### src/rtl/ptf_pkg.sv
package ptf_pkg;

    localparam int ANG_W = 8;

    localparam logic [7:0] ANG_MIN  = 8'd45;
    localparam logic [7:0] ANG_MAX  = 8'd135;
    localparam logic [7:0] ANG_HOME = 8'd90;
    localparam logic [7:0] TILT_CENTER = 8'd120;
    localparam logic [7:0] PAN_CENTER  = 8'd160;
    localparam logic [6:0] FWD_MAX = 7'd60;
    localparam logic signed [7:0] SCAN_TURN_POS = 8'sd80;
    localparam logic signed [7:0] SCAN_TURN_NEG = -8'sd80;

    localparam logic [12:0] RST_RANGE_SETPOINT = 13'd700;
    localparam logic [12:0] RST_RANGE_LIMIT    = 13'd2500;
    localparam logic [5:0]  RST_TURN_DEADBAND  = 6'd10;
    localparam logic [15:0] RST_SCAN_OPEN      = 16'd1500;

    localparam int CFG_ADDR_W = 2;
    localparam int CFG_DATA_W = 16;

    typedef enum logic [CFG_ADDR_W-1:0] {
        CFG_RANGE_SETPOINT = 2'd0,
        CFG_RANGE_LIMIT    = 2'd1,
        CFG_TURN_DEADBAND  = 2'd2,
        CFG_SCAN_OPEN      = 2'd3
    } cfg_idx_t;

    typedef struct packed {
        logic [12:0] range_setpoint_mm;
        logic [12:0] range_limit_mm;
        logic [5:0]  turn_deadband_deg;
        logic [15:0] scan_open_tenths_cm;
    } cfg_t;

    typedef struct packed {
        logic        op;
        logic        target_found;
        logic [8:0]  target_x;
        logic [7:0]  target_y;
        logic        range_valid;
        logic [15:0] range_mm;
        logic [15:0] left_tenths_cm;
        logic [15:0] right_tenths_cm;
    } item_t;

    typedef struct packed {
        logic              drive_valid;
        logic signed [6:0] forward_speed;
        logic signed [7:0] turn_speed;
        logic [7:0]        pan_angle;
        logic [7:0]        tilt_angle;
        logic              scanning;
    } result_t;

    typedef struct packed {
        logic [ANG_W-1:0] pan;
        logic [ANG_W-1:0] tilt;
        logic             scanning;
    } state_t;

    // n / 20 for n below 1024*4: drop two bits, then divide by 5 with 205/1024
    function automatic logic [7:0] div20(input logic [11:0] n);
        logic [19:0] p;
        p = {10'd0, n[11:2]} * 20'd205;
        return p[17:10];
    endfunction

    // nudge an angle toward the image center, clamp to the servo range
    function automatic logic [7:0] nudge_angle(input logic [7:0] cur,
                                               input logic [8:0] pos,
                                               input logic [7:0] center);
        logic [11:0] num;
        logic [7:0]  q;
        num = {4'd0, cur} * 12'd20 + {4'd0, center} - {3'd0, pos};
        q   = div20(num);
        if (q < ANG_MIN)
            return ANG_MIN;
        else if (q > ANG_MAX)
            return ANG_MAX;
        else
            return q;
    endfunction

endpackage

### src/rtl/ptf_cfg.sv
module ptf_cfg
    import ptf_pkg::*;
(
    input  logic                  clk,
    input  logic                  rst_n,
    input  logic                  cfg_we,
    input  logic [CFG_ADDR_W-1:0] cfg_addr,
    input  logic [CFG_DATA_W-1:0] cfg_wdata,
    output cfg_t                  cfg
);

    cfg_t cfg_reg;

    always_ff @(posedge clk or negedge rst_n)
    begin
        if (!rst_n)
        begin
            cfg_reg.range_setpoint_mm   <= RST_RANGE_SETPOINT;
            cfg_reg.range_limit_mm      <= RST_RANGE_LIMIT;
            cfg_reg.turn_deadband_deg   <= RST_TURN_DEADBAND;
            cfg_reg.scan_open_tenths_cm <= RST_SCAN_OPEN;
        end
        else if (cfg_we)
        begin
            case (cfg_idx_t'(cfg_addr))
                CFG_RANGE_SETPOINT: cfg_reg.range_setpoint_mm   <= cfg_wdata[12:0];
                CFG_RANGE_LIMIT:    cfg_reg.range_limit_mm      <= cfg_wdata[12:0];
                CFG_TURN_DEADBAND:  cfg_reg.turn_deadband_deg   <= cfg_wdata[5:0];
                CFG_SCAN_OPEN:      cfg_reg.scan_open_tenths_cm <= cfg_wdata;
                default: ;
            endcase
        end
    end

    assign cfg = cfg_reg;

endmodule

### src/rtl/ptf_step.sv
module ptf_step
    import ptf_pkg::*;
(
    input  item_t   item,
    input  state_t  state,
    input  cfg_t    cfg,
    output result_t result,
    output state_t  state_next
);

    state_t            st0;
    logic [7:0]        pan_trk;
    logic [7:0]        tilt_trk;
    logic signed [8:0] off;
    logic              off_neg;
    logic [5:0]        off_mag;
    logic signed [9:0] t3;
    logic signed [9:0] t3r;
    logic signed [7:0] turn_trk;
    logic signed [16:0] diff;
    logic signed [18:0] diff3;
    logic              diff_neg;
    logic [17:0]       fmag;
    logic [26:0]       fprod;
    logic [10:0]       fq;
    logic [6:0]        fq_sat;
    logic signed [6:0] fwd_trk;
    logic              fwd_en;
    logic              left_open;

    always_comb
    begin
        // start command homes the head and forces tracking
        if (item.op)
        begin
            st0.pan      = ANG_HOME;
            st0.tilt     = ANG_HOME;
            st0.scanning = 1'b0;
        end
        else
        begin
            st0 = state;
        end

        tilt_trk = nudge_angle(st0.tilt, {1'b0, item.target_y}, TILT_CENTER);
        pan_trk  = nudge_angle(st0.pan, item.target_x, PAN_CENTER);

        // body turn: 1.5 * pan offset, truncated toward zero
        off     = $signed({1'b0, pan_trk}) - $signed({1'b0, ANG_HOME});
        off_neg = off[8];
        off_mag = off_neg ? 6'(-off) : 6'(off);
        t3      = {off[8], off} + {off, 1'b0};
        t3r     = off_neg ? t3 + 10'sd1 : t3;
        if (off_mag > cfg.turn_deadband_deg)
            turn_trk = t3r[8:1];
        else
            turn_trk = 8'sd0;

        // forward: 0.15 * range error, truncated toward zero, clamped
        diff     = $signed({1'b0, item.range_mm}) - $signed({4'd0, cfg.range_setpoint_mm});
        diff3    = {{2{diff[16]}}, diff} + {diff[16], diff, 1'b0};
        diff_neg = diff3[18];
        fmag     = diff_neg ? 18'(-diff3) : 18'(diff3);
        fprod    = {14'd0, fmag[14:2]} * 27'd13108;
        fq       = fprod[26:16];
        fq_sat   = (fq > {4'd0, FWD_MAX}) ? FWD_MAX : fq[6:0];
        fwd_trk  = diff_neg ? -$signed(fq_sat) : $signed(fq_sat);
        fwd_en   = item.range_valid && (item.range_mm < {3'd0, cfg.range_limit_mm});

        left_open = (item.left_tenths_cm > cfg.scan_open_tenths_cm)
                 && (item.left_tenths_cm > item.right_tenths_cm);

        state_next           = st0;
        result.drive_valid   = 1'b0;
        result.forward_speed = 7'sd0;
        result.turn_speed    = 8'sd0;

        if (!st0.scanning)
        begin
            if (item.target_found)
            begin
                state_next.pan       = pan_trk;
                state_next.tilt      = tilt_trk;
                result.drive_valid   = 1'b1;
                result.turn_speed    = turn_trk;
                result.forward_speed = fwd_en ? fwd_trk : 7'sd0;
            end
            else
            begin
                // lost the target: start scanning, no drive command
                state_next.scanning = 1'b1;
            end
        end
        else
        begin
            result.drive_valid  = 1'b1;
            result.turn_speed   = left_open ? SCAN_TURN_NEG : SCAN_TURN_POS;
            state_next.scanning = !item.target_found;
        end

        result.pan_angle  = state_next.pan;
        result.tilt_angle = state_next.tilt;
        result.scanning   = state_next.scanning;
    end

endmodule

### src/rtl/pan_tilt_follow_controller.sv
// An input beat goes through the input register, then the result register, to a result beat.
// Throughput: one beat per cycle when not stalled; the state update is a single pass
// of the step logic, so the next beat sees the new pan, tilt and mode right away.
// Reset (rst_n low, asynchronous): pan and tilt 90, tracking mode, registers at their
// defaults, both pipeline registers empty.
module pan_tilt_follow_controller
    import ptf_pkg::*;
(
    input  logic                  clk,
    input  logic                  rst_n,
    input  logic                  s_axis_tvalid,
    output logic                  s_axis_tready,
    // target_found, target_x[8:0], target_y[7:0], range_valid, range_mm[15:0],
    // left_tenths_cm[15:0], right_tenths_cm[15:0], zero fill
    input  logic [71:0]           s_axis_tdata,
    // op
    input  logic                  s_axis_tuser,
    output logic                  m_axis_tvalid,
    input  logic                  m_axis_tready,
    // drive_valid, forward_speed[6:0], turn_speed[7:0], pan_angle[7:0],
    // tilt_angle[7:0], scanning, zero fill
    output logic [39:0]           m_axis_tdata,
    input  logic                  cfg_we,
    input  logic [CFG_ADDR_W-1:0] cfg_addr,
    input  logic [CFG_DATA_W-1:0] cfg_wdata
);

    cfg_t    cfg;
    item_t   in_reg;
    logic    in_valid_reg;
    result_t res_reg;
    result_t res_next;
    logic    out_valid_reg;
    state_t  state_reg;
    state_t  state_next;
    logic    advance;
    logic    fire;

    ptf_cfg u_cfg (
        .clk       (clk),
        .rst_n     (rst_n),
        .cfg_we    (cfg_we),
        .cfg_addr  (cfg_addr),
        .cfg_wdata (cfg_wdata),
        .cfg       (cfg)
    );

    ptf_step u_step (
        .item       (in_reg),
        .state      (state_reg),
        .cfg        (cfg),
        .result     (res_next),
        .state_next (state_next)
    );

    assign advance       = !out_valid_reg || m_axis_tready;
    assign fire          = in_valid_reg && advance;
    assign s_axis_tready = !in_valid_reg || advance;

    always_ff @(posedge clk or negedge rst_n)
    begin
        if (!rst_n)
        begin
            in_valid_reg <= 1'b0;
        end
        else if (s_axis_tready)
        begin
            in_valid_reg <= s_axis_tvalid;
        end
    end

    // payload of the input register
    always_ff @(posedge clk)
    begin
        if (s_axis_tready && s_axis_tvalid)
        begin
            in_reg.op              <= s_axis_tuser;
            in_reg.target_found    <= s_axis_tdata[0];
            in_reg.target_x        <= s_axis_tdata[9:1];
            in_reg.target_y        <= s_axis_tdata[17:10];
            in_reg.range_valid     <= s_axis_tdata[18];
            in_reg.range_mm        <= s_axis_tdata[34:19];
            in_reg.left_tenths_cm  <= s_axis_tdata[50:35];
            in_reg.right_tenths_cm <= s_axis_tdata[66:51];
        end
    end

    always_ff @(posedge clk or negedge rst_n)
    begin
        if (!rst_n)
        begin
            state_reg.pan      <= ANG_HOME;
            state_reg.tilt     <= ANG_HOME;
            state_reg.scanning <= 1'b0;
            out_valid_reg      <= 1'b0;
        end
        else
        begin
            if (fire)
                state_reg <= state_next;
            if (advance)
                out_valid_reg <= in_valid_reg;
        end
    end

    always_ff @(posedge clk)
    begin
        if (fire)
            res_reg <= res_next;
    end

    assign m_axis_tvalid = out_valid_reg;
    assign m_axis_tdata  = {7'd0,
                            res_reg.scanning,
                            res_reg.tilt_angle,
                            res_reg.pan_angle,
                            res_reg.turn_speed,
                            res_reg.forward_speed,
                            res_reg.drive_valid};

endmodule
### config.mk
export PLATFORM = sky130hd
export DESIGN_NAME = pan_tilt_follow_controller
export DESIGN_NICKNAME = d
export VERILOG_FILES = /design/src/rtl/ptf_pkg.sv /design/src/rtl/ptf_cfg.sv /design/src/rtl/ptf_step.sv /design/src/rtl/pan_tilt_follow_controller.sv
export SDC_FILE = /design/constraint.sdc
export NUM_CORES = 1
export LEC_CHECK = 0
export ABC_AREA = 1
export BUFFER_PORTS_ARGS = -buffer_cell sky130_fd_sc_hd__buf_2
export CAP_MARGIN = 15
export CELL_PAD_IN_SITES_DETAIL_PLACEMENT = 1
export CELL_PAD_IN_SITES_GLOBAL_PLACEMENT = 2
export CORE_ASPECT_RATIO = 1.25
export CORE_MARGIN = 4
export CORE_UTILIZATION = 35
export DETAILED_ROUTE_END_ITERATION = 8
export PLACE_DENSITY_LB_ADDON = 0.08
export REMOVE_ABC_BUFFERS = 1
export SYNTH_ARGS = -nofsm -noshare
export SYNTH_HDL_FRONTEND = slang
export SYNTH_SLANG_ARGS = --single-unit
### constraint.sdc
create_clock -name clk -period 8.1 [get_ports clk]
set_clock_uncertainty 0.05 [all_clocks]
set_input_delay 0.405 -clock clk [delete_from_list [all_inputs] [get_ports clk]]
set_output_delay 0.405 -clock clk [all_outputs]
set_load 0.01 [all_outputs]
==> impl_metrics.env, run 1 <==
export IMPL_fp_dieH_um=255
export IMPL_rows=90
export IMPL_syn_area_per_cell_um2=8.64
export IMPL_grt_usage_pct=18.4
export IMPL_worst_slack_ps=-559
export IMPL_place_inst=3047
export IMPL_nets=3010
export IMPL_setup_viol=15
export IMPL_synth_top_family_by_area="adder cells"
export IMPL_grt_max_degree=69
export IMPL_grt_setup_unrepaired="true"
export IMPL_drt_total_wl_mm=48.1
export IMPL_crit_type="reg2reg"
export IMPL_dp_hpwl_mm=38.2
export IMPL_clk_latency_ps=460
export IMPL_maxSlewHeadroom_pct=26.9
export IMPL_core_mm2=0.0483
export IMPL_cts_buffers=17
export IMPL_synth_compound_area_share_pct=9.39
export IMPL_ys_flop_type="edfxtp_1"
export IMPL_grt_first_pass_wirelength_mm=78.4
export IMPL_final_period_utilization_pct=107
export IMPL_status="complete, but fails checks"
export IMPL_synthArstFlopShare_pct=39.9
export IMPL_wire_per_inst_um=15.2
export IMPL_setup_worst_path_end_class="flip-flop"
export IMPL_critPathLaunchType="flip-flop"
export IMPL_antenna_found_initial=0
export IMPL_synthAdderAreaFrac_pct=33.1
export IMPL_clock_sinks=168
export IMPL_slowest_delay_ps=560
export IMPL_cts_hold_buf=0
export IMPL_num_io_pins=138
export IMPL_slew_viol_final=0
export IMPL_crit_fanout=6
export IMPL_syn_to_final_growth_pct=40.9
export IMPL_grt_pass1_vias=16300
export IMPL_htree_levels=4
export IMPL_syn_inst=1979
export IMPL_clockRootBuffer="clkbuf_16"
export IMPL_synth_edff_count=101
export IMPL_largest_register_ffs=68
export IMPL_ant_nets=0
export IMPL_post_route_drc_count=0
export IMPL_vias_per_cell=4.68
export IMPL_gp_congestion=0.827
export IMPL_netlist_area_mm2=0.0171
export IMPL_num_vias=14800
export IMPL_multi_input_area_mm2=0.0126
export IMPL_hp_class="in2async"
export IMPL_initial_core_util_pct=35.4
export IMPL_synth_warnings=0
export IMPL_synth_simple_gate_area_share_pct=14.8
export IMPL_die_area_mm2=0.0525
export IMPL_finalHoldViolations=0
export IMPL_fin_crit_ps=8660
export IMPL_worstPathBufferInverterCount=17
export IMPL_fill_cells=5659
export IMPL_cts_tree="done"
export IMPL_cpMostUsedCell="ha_4"
export IMPL_crit_family="adder cells"
export IMPL_synth_mux_area_share_pct=0
export IMPL_drtIter0Drc=369
export IMPL_cts_buffer_depth=2
export IMPL_grt_ovfl_total=0
export IMPL_drive_gt1_share_pct=37.4
export IMPL_synth_xor_area_share_pct=5.07
export IMPL_clk_pin_slew_worst_paths_ps=80
export IMPL_arrival_ps=8830
export IMPL_synth_distinct_cells=56
export IMPL_worst_pin_slew_ps=1100
export IMPL_preCtsSetupSlack_ps=-1400
export IMPL_critPathSlowestCell="fa_1"
export IMPL_cp_required_ps=8270
export IMPL_first_pass_iters=5
export IMPL_die_x_um=206
export IMPL_fmax_mhz=115
export IMPL_violations="setup timing"
export IMPL_stdcell_count=3166
export IMPL_seq_area_mm2=0.00474
export IMPL_diodes=0
export IMPL_yosysSeqAreaShare_pct=27.8
export IMPL_synth_seq_cells=168
export IMPL_portBuffers=125
export IMPL_maxCapViolCount=0
-- final cells by class --
class / instances / share of cell area [%]
clock buffers: 18 / 1.78
clock inverters: 14 / 0.655
inverters: 419 / 6.61
multi-input cells: 1376 / 52.4
flip-flops and latches: 168 / 19.7
well taps: 644 / 3.35
repair buffers: 527 / 15.5
-- Yosys cell counts (all sizes together), types with 15 or more instances --
master / number / share of area [%]
nor2: 109 / 2.6
clkbuf: 15 / 0.33
nand4: 27 / 1.1
o21ai: 108 / 3.2
a21oi: 127 / 3.7
o21bai: 15 / 0.66
xor2: 71 / 3.6
nand2: 325 / 7.3
fa: 79 / 9.3
dfrtp: 39 / 5.7
edfxtp: 101 / 18
dfstp: 28 / 4.3
xnor2: 28 / 1.4
nand3: 78 / 2.4
inv: 417 / 9.2
ha: 326 / 24
-- final timing paths --
kind | from | to | slack (ps) | cells after the start
setup / recovery | in_reg[67]$_DFFE_PP_ | m_axis_tdata[14]$_DFFE_PP_ | -560 | 54
hold reg to reg | state_reg[5]$_DFFE_PN1P_ | state_reg[5]$_DFFE_PN1P_ | 420 | 2
hold / removal | rst_n | state_reg[14]$_DFFE_PN0P_ | 2 | 1
min in group clk | s_axis_tdata[33] | in_reg[46]$_DFFE_PP_ | 60 | 1
max in group asynchronous | rst_n | u_cfg.cfg[47]$_DFFE_PN0P_ | 7360 | 1
setup reg to reg | in_reg[67]$_DFFE_PP_ | m_axis_tdata[14]$_DFFE_PP_ | -560 | 54
-- per-layer routing --
metal	share of wire (%)	track usage, %
met1	41	21.4
met2	55	35.5
met3	1.9	2.48
met4	1.6	4.19
met5	0	0
-- worst register-to-register path, delay by kind of cell, from the launching register on --
kind	cells	cell delay (ps)
and+or+nand+nor	17	1480
DFF	1	510
xor gates and xnor gates	1	130
AOI/OAI and AO/OA	8	1240
adders and majority gates	11	3480
buffers and inverters	17	1540
-- layout by cell type (no fill, tap or decap), types with 11 or more instances in the layout --
cell / synthesis / final
o21ai_0: 99 / 77
nor2_2: 6 / 19
dfrtp_1: 39 / 39
o21bai_1: 15 / 11
ha_1: 326 / 265
a21oi_2: 1 / 35
fa_1: 79 / 76
nor2_1: 101 / 74
buf_4: 7 / 380
nand2_2: 9 / 41
dfstp_2: 28 / 28
inv_1: 409 / 369
inv_2: 7 / 42
a21oi_1: 126 / 84
nor2_4: 2 / 16
nand4_1: 25 / 25
xor2_2: 0 / 16
buf_6: 0 / 23
xnor2_2: 0 / 11
o21ai_2: 0 / 20
clkbuf_16: 0 / 17
nand2_4: 1 / 12
xor2_1: 71 / 52
buf_2: 0 / 124
edfxtp_1: 101 / 101
xnor2_1: 28 / 16
nand2_1: 315 / 271
nand3_1: 74 / 51
nand3_2: 3 / 23
ha_4: 0 / 57
-- metrics by stage --
stage	setup TNS (ps)	hold WS (ps)	utilization, %	instance area (µm²)
6_report	-6910	1.93	49.8	24100
5_1_grt	-16180	25.7	49.8	24100
4_1_cts	-5590	20.3	47.6	23000
3_5_place_dp	-16790	414	43.1	20800
3_3_place_gp	-13310	407	43.1	20800
2_1_floorplan	-6310	59.4	-	17000
-- cells by family (layout without fill, tap and decap cells) --
group           count (synthesis)  count (layout)
flops                         168             168
other cells                     1               7
xor+xnor                       99              99
simple gates                  577             577
fa+ha+maj                     405             405
compound gates                288             288
buf+inv                       441             978
-- what timing repair did --
action / 4_1_cts / 5_1_grt
pin swaps: 140 / 162
setup endpoints to repair: 15 / 31
gates resized for setup: 241 / 176
buffers inserted: 53 / 39
Power of run 1 is left out: the tool's default activity adds up to more than one toggle a clock period on the data nets, which glitch-free logic cannot reach.
==> run 2, diff against run 1 <==
--- a/config.mk
+++ b/config.mk
@@ -11,7 +11,7 @@
 export CELL_PAD_IN_SITES_DETAIL_PLACEMENT = 1
 export CELL_PAD_IN_SITES_GLOBAL_PLACEMENT = 2
 export CORE_ASPECT_RATIO = 1.25
-export CORE_MARGIN = 4
+export CORE_MARGIN = 3
 export CORE_UTILIZATION = 35
 export DETAILED_ROUTE_END_ITERATION = 8
 export PLACE_DENSITY_LB_ADDON = 0.08
==> impl_metrics.env, run 2 (same netlist as run 1, synthesis figures left out) <==
export IMPL_worstHoldPathCells=1
export IMPL_critPathLaunchType="flip-flop"
export IMPL_grt_usage_pct=18.7
export IMPL_hold_end="in_reg[45]$_DFFE_PP_"
export IMPL_syn_to_final_growth_pct=41.3
export IMPL_gp_congestion=0.820
export IMPL_drtIter0Drc=361
export IMPL_finalHoldViolations=0
export IMPL_vias_per_cell=4.71
export IMPL_portBuffers=125
export IMPL_clock_sinks=168
export IMPL_r2r_cells=53
export IMPL_num_io_pins=138
export IMPL_crit_fanout=5
export IMPL_final_cell_area_mm2=0.0242
export IMPL_antenna_found_initial=0
export IMPL_die_area_mm2=0.0515
export IMPL_nets=3002
export IMPL_dpl_instance_area_mm2=0.0208
export IMPL_cts_buffer_depth=2
export IMPL_rows=89
export IMPL_htree_levels=4
export IMPL_ant_nets=0
export IMPL_initial_core_util_pct=35.8
export IMPL_grt_first_pass_wirelength_mm=78.5
export IMPL_worst_pin_slew_ps=1080
export IMPL_critPathSlowestCell="fa_1"
export IMPL_largest_register_ffs=68
export IMPL_cp_required_ps=8270
export IMPL_hp_class="in2reg"
export IMPL_slew_viol_final=0
export IMPL_r2r_end="m_axis_tdata[14]$_DFFE_PP_"
export IMPL_setup_worst_path_end_class="flip-flop"
export IMPL_fill_cells=5468
export IMPL_final_cell_mix="buf_4 (374), inv_1 (363), nand2_1 (269)"
export IMPL_drt_total_wl_mm=48.2
export IMPL_post_route_drc_count=0
export IMPL_fp_dieH_um=253
export IMPL_grt_setup_unrepaired="true"
export IMPL_diodes=0
export IMPL_drive_gt1_share_pct=37.9
export IMPL_fmax_mhz=114
export IMPL_fin_crit_ps=8800
export IMPL_status="complete, but fails checks"
export IMPL_die_x_um=204
export IMPL_tns_ps=-7600
export IMPL_slowest_delay_ps=550
export IMPL_violations="setup timing"
export IMPL_dp_hpwl_mm=37.8
export IMPL_grt_pass1_vias=16400
export IMPL_cts_buffers=17
export IMPL_rr_startpoint="in_reg[67]$_DFFE_PP_"
export IMPL_r2r_setup_slack_ps=-700
export IMPL_hold_slack_ps=62.5
export IMPL_final_period_utilization_pct=109
export IMPL_cts_tree="done"
export IMPL_grt_max_degree=69
export IMPL_worst_slack_ps=-696
export IMPL_clk_latency_ps=460
export IMPL_arrival_ps=8970
export IMPL_cpMostUsedCell="inv_2"
export IMPL_wire_per_inst_um=15.3
export IMPL_grt_ovfl_total=0
export IMPL_num_vias=14900
export IMPL_final_common_cell="buf_4"
export IMPL_first_pass_iters=4
export IMPL_core_mm2=0.0478
export IMPL_maxSlewHeadroom_pct=28.1
export IMPL_maxCapViolCount=0
export IMPL_clk_pin_slew_worst_paths_ps=80
export IMPL_setup_viol=15
export IMPL_crit_type="reg2reg"
export IMPL_worst_hold_startpoint="s_axis_tdata[32]"
export IMPL_clockRootBuffer="clkbuf_16"
-- run 2: cell types whose count changed in the layout (fill, tap and decap cells not counted), sizes merged --
cell / before / now
inv: 423 / 425
dlygate4sd3: 0 / 1
clkinv: 10 / 5
buf: 527 / 518
clkinvlp: 0 / 2
clkbuf: 18 / 19
-- run 2: how the worst max path moves through the flow --
stage / end / from / cells after the start
final: m_axis_tdata[14]$_DFFE_PP_ / in_reg[67]$_DFFE_PP_ / 53
after detailed placement: m_axis_tdata[12]$_SDFFCE_PP1P_ / in_reg[67]$_DFFE_PP_ / 48
after CTS: m_axis_tdata[12]$_SDFFCE_PP1P_ / in_reg[67]$_DFFE_PP_ / 50
after global placement: m_axis_tdata[12]$_SDFFCE_PP1P_ / in_reg[67]$_DFFE_PP_ / 50
after global routing: m_axis_tdata[13]$_DFFE_PP_ / in_reg[67]$_DFFE_PP_ / 53
after floorplan: m_axis_tdata[15]$_DFFE_PP_ / in_reg[67]$_DFFE_PP_ / 52
-- run 2: area by class of cell --
type	count	area, µm²	share of cell area (%)
well taps	637	797	3.30
inverters	419	1590	6.59
repair buffers	519	3680	15.2
clock inverters	13	124	0.513
multi-input cells	1376	12800	52.9
flip-flops and latches	168	4740	19.6
clock buffers	19	447	1.85
-- run 2: critical path, delay by kind of cell, from the launching register on --
| family | cells | cell delay (ps) |
|---|---|---|
| fa+ha+maj | 11 | 3570 |
| xor+xnor | 3 | 420 |
| compound gates | 10 | 1460 |
| buf+inv | 13 | 1100 |
| flops | 1 | 510 |
| simple gates | 16 | 1430 |
-- run 2: per-stage QoR --
stage	std cells	util, %	worst slack [ps]
5_1_grt	3151	50.6	-1130
3_5_place_dp	3036	43.5	-1360
4_1_cts	3113	47.9	-446
2_1_floorplan	1963	-	-587
6_report	3151	50.6	-696
3_3_place_gp	3036	43.5	-1190
-- run 2: per-layer routing --
layer / vias up / global-route usage (%) / wire length, µm
li1: 7472 / - / -
met1: 7190 / 21.3 / 19700
met2: 129 / 36.3 / 26400
met3: 60 / 2.85 / 981
met4: 0 / 4.58 / 1070
met5: - / 0 / 0
-- run 2: repair_timing --
action	CTS	global route
pin swaps	164	164
resized for setup	238	201
endpoints found under the setup margin	15	31
hold endpoints to repair	1	0
cloned	0	0
hold buffers	1	0
buffers inserted	46	42
Power of run 2 is left out for the same reason.
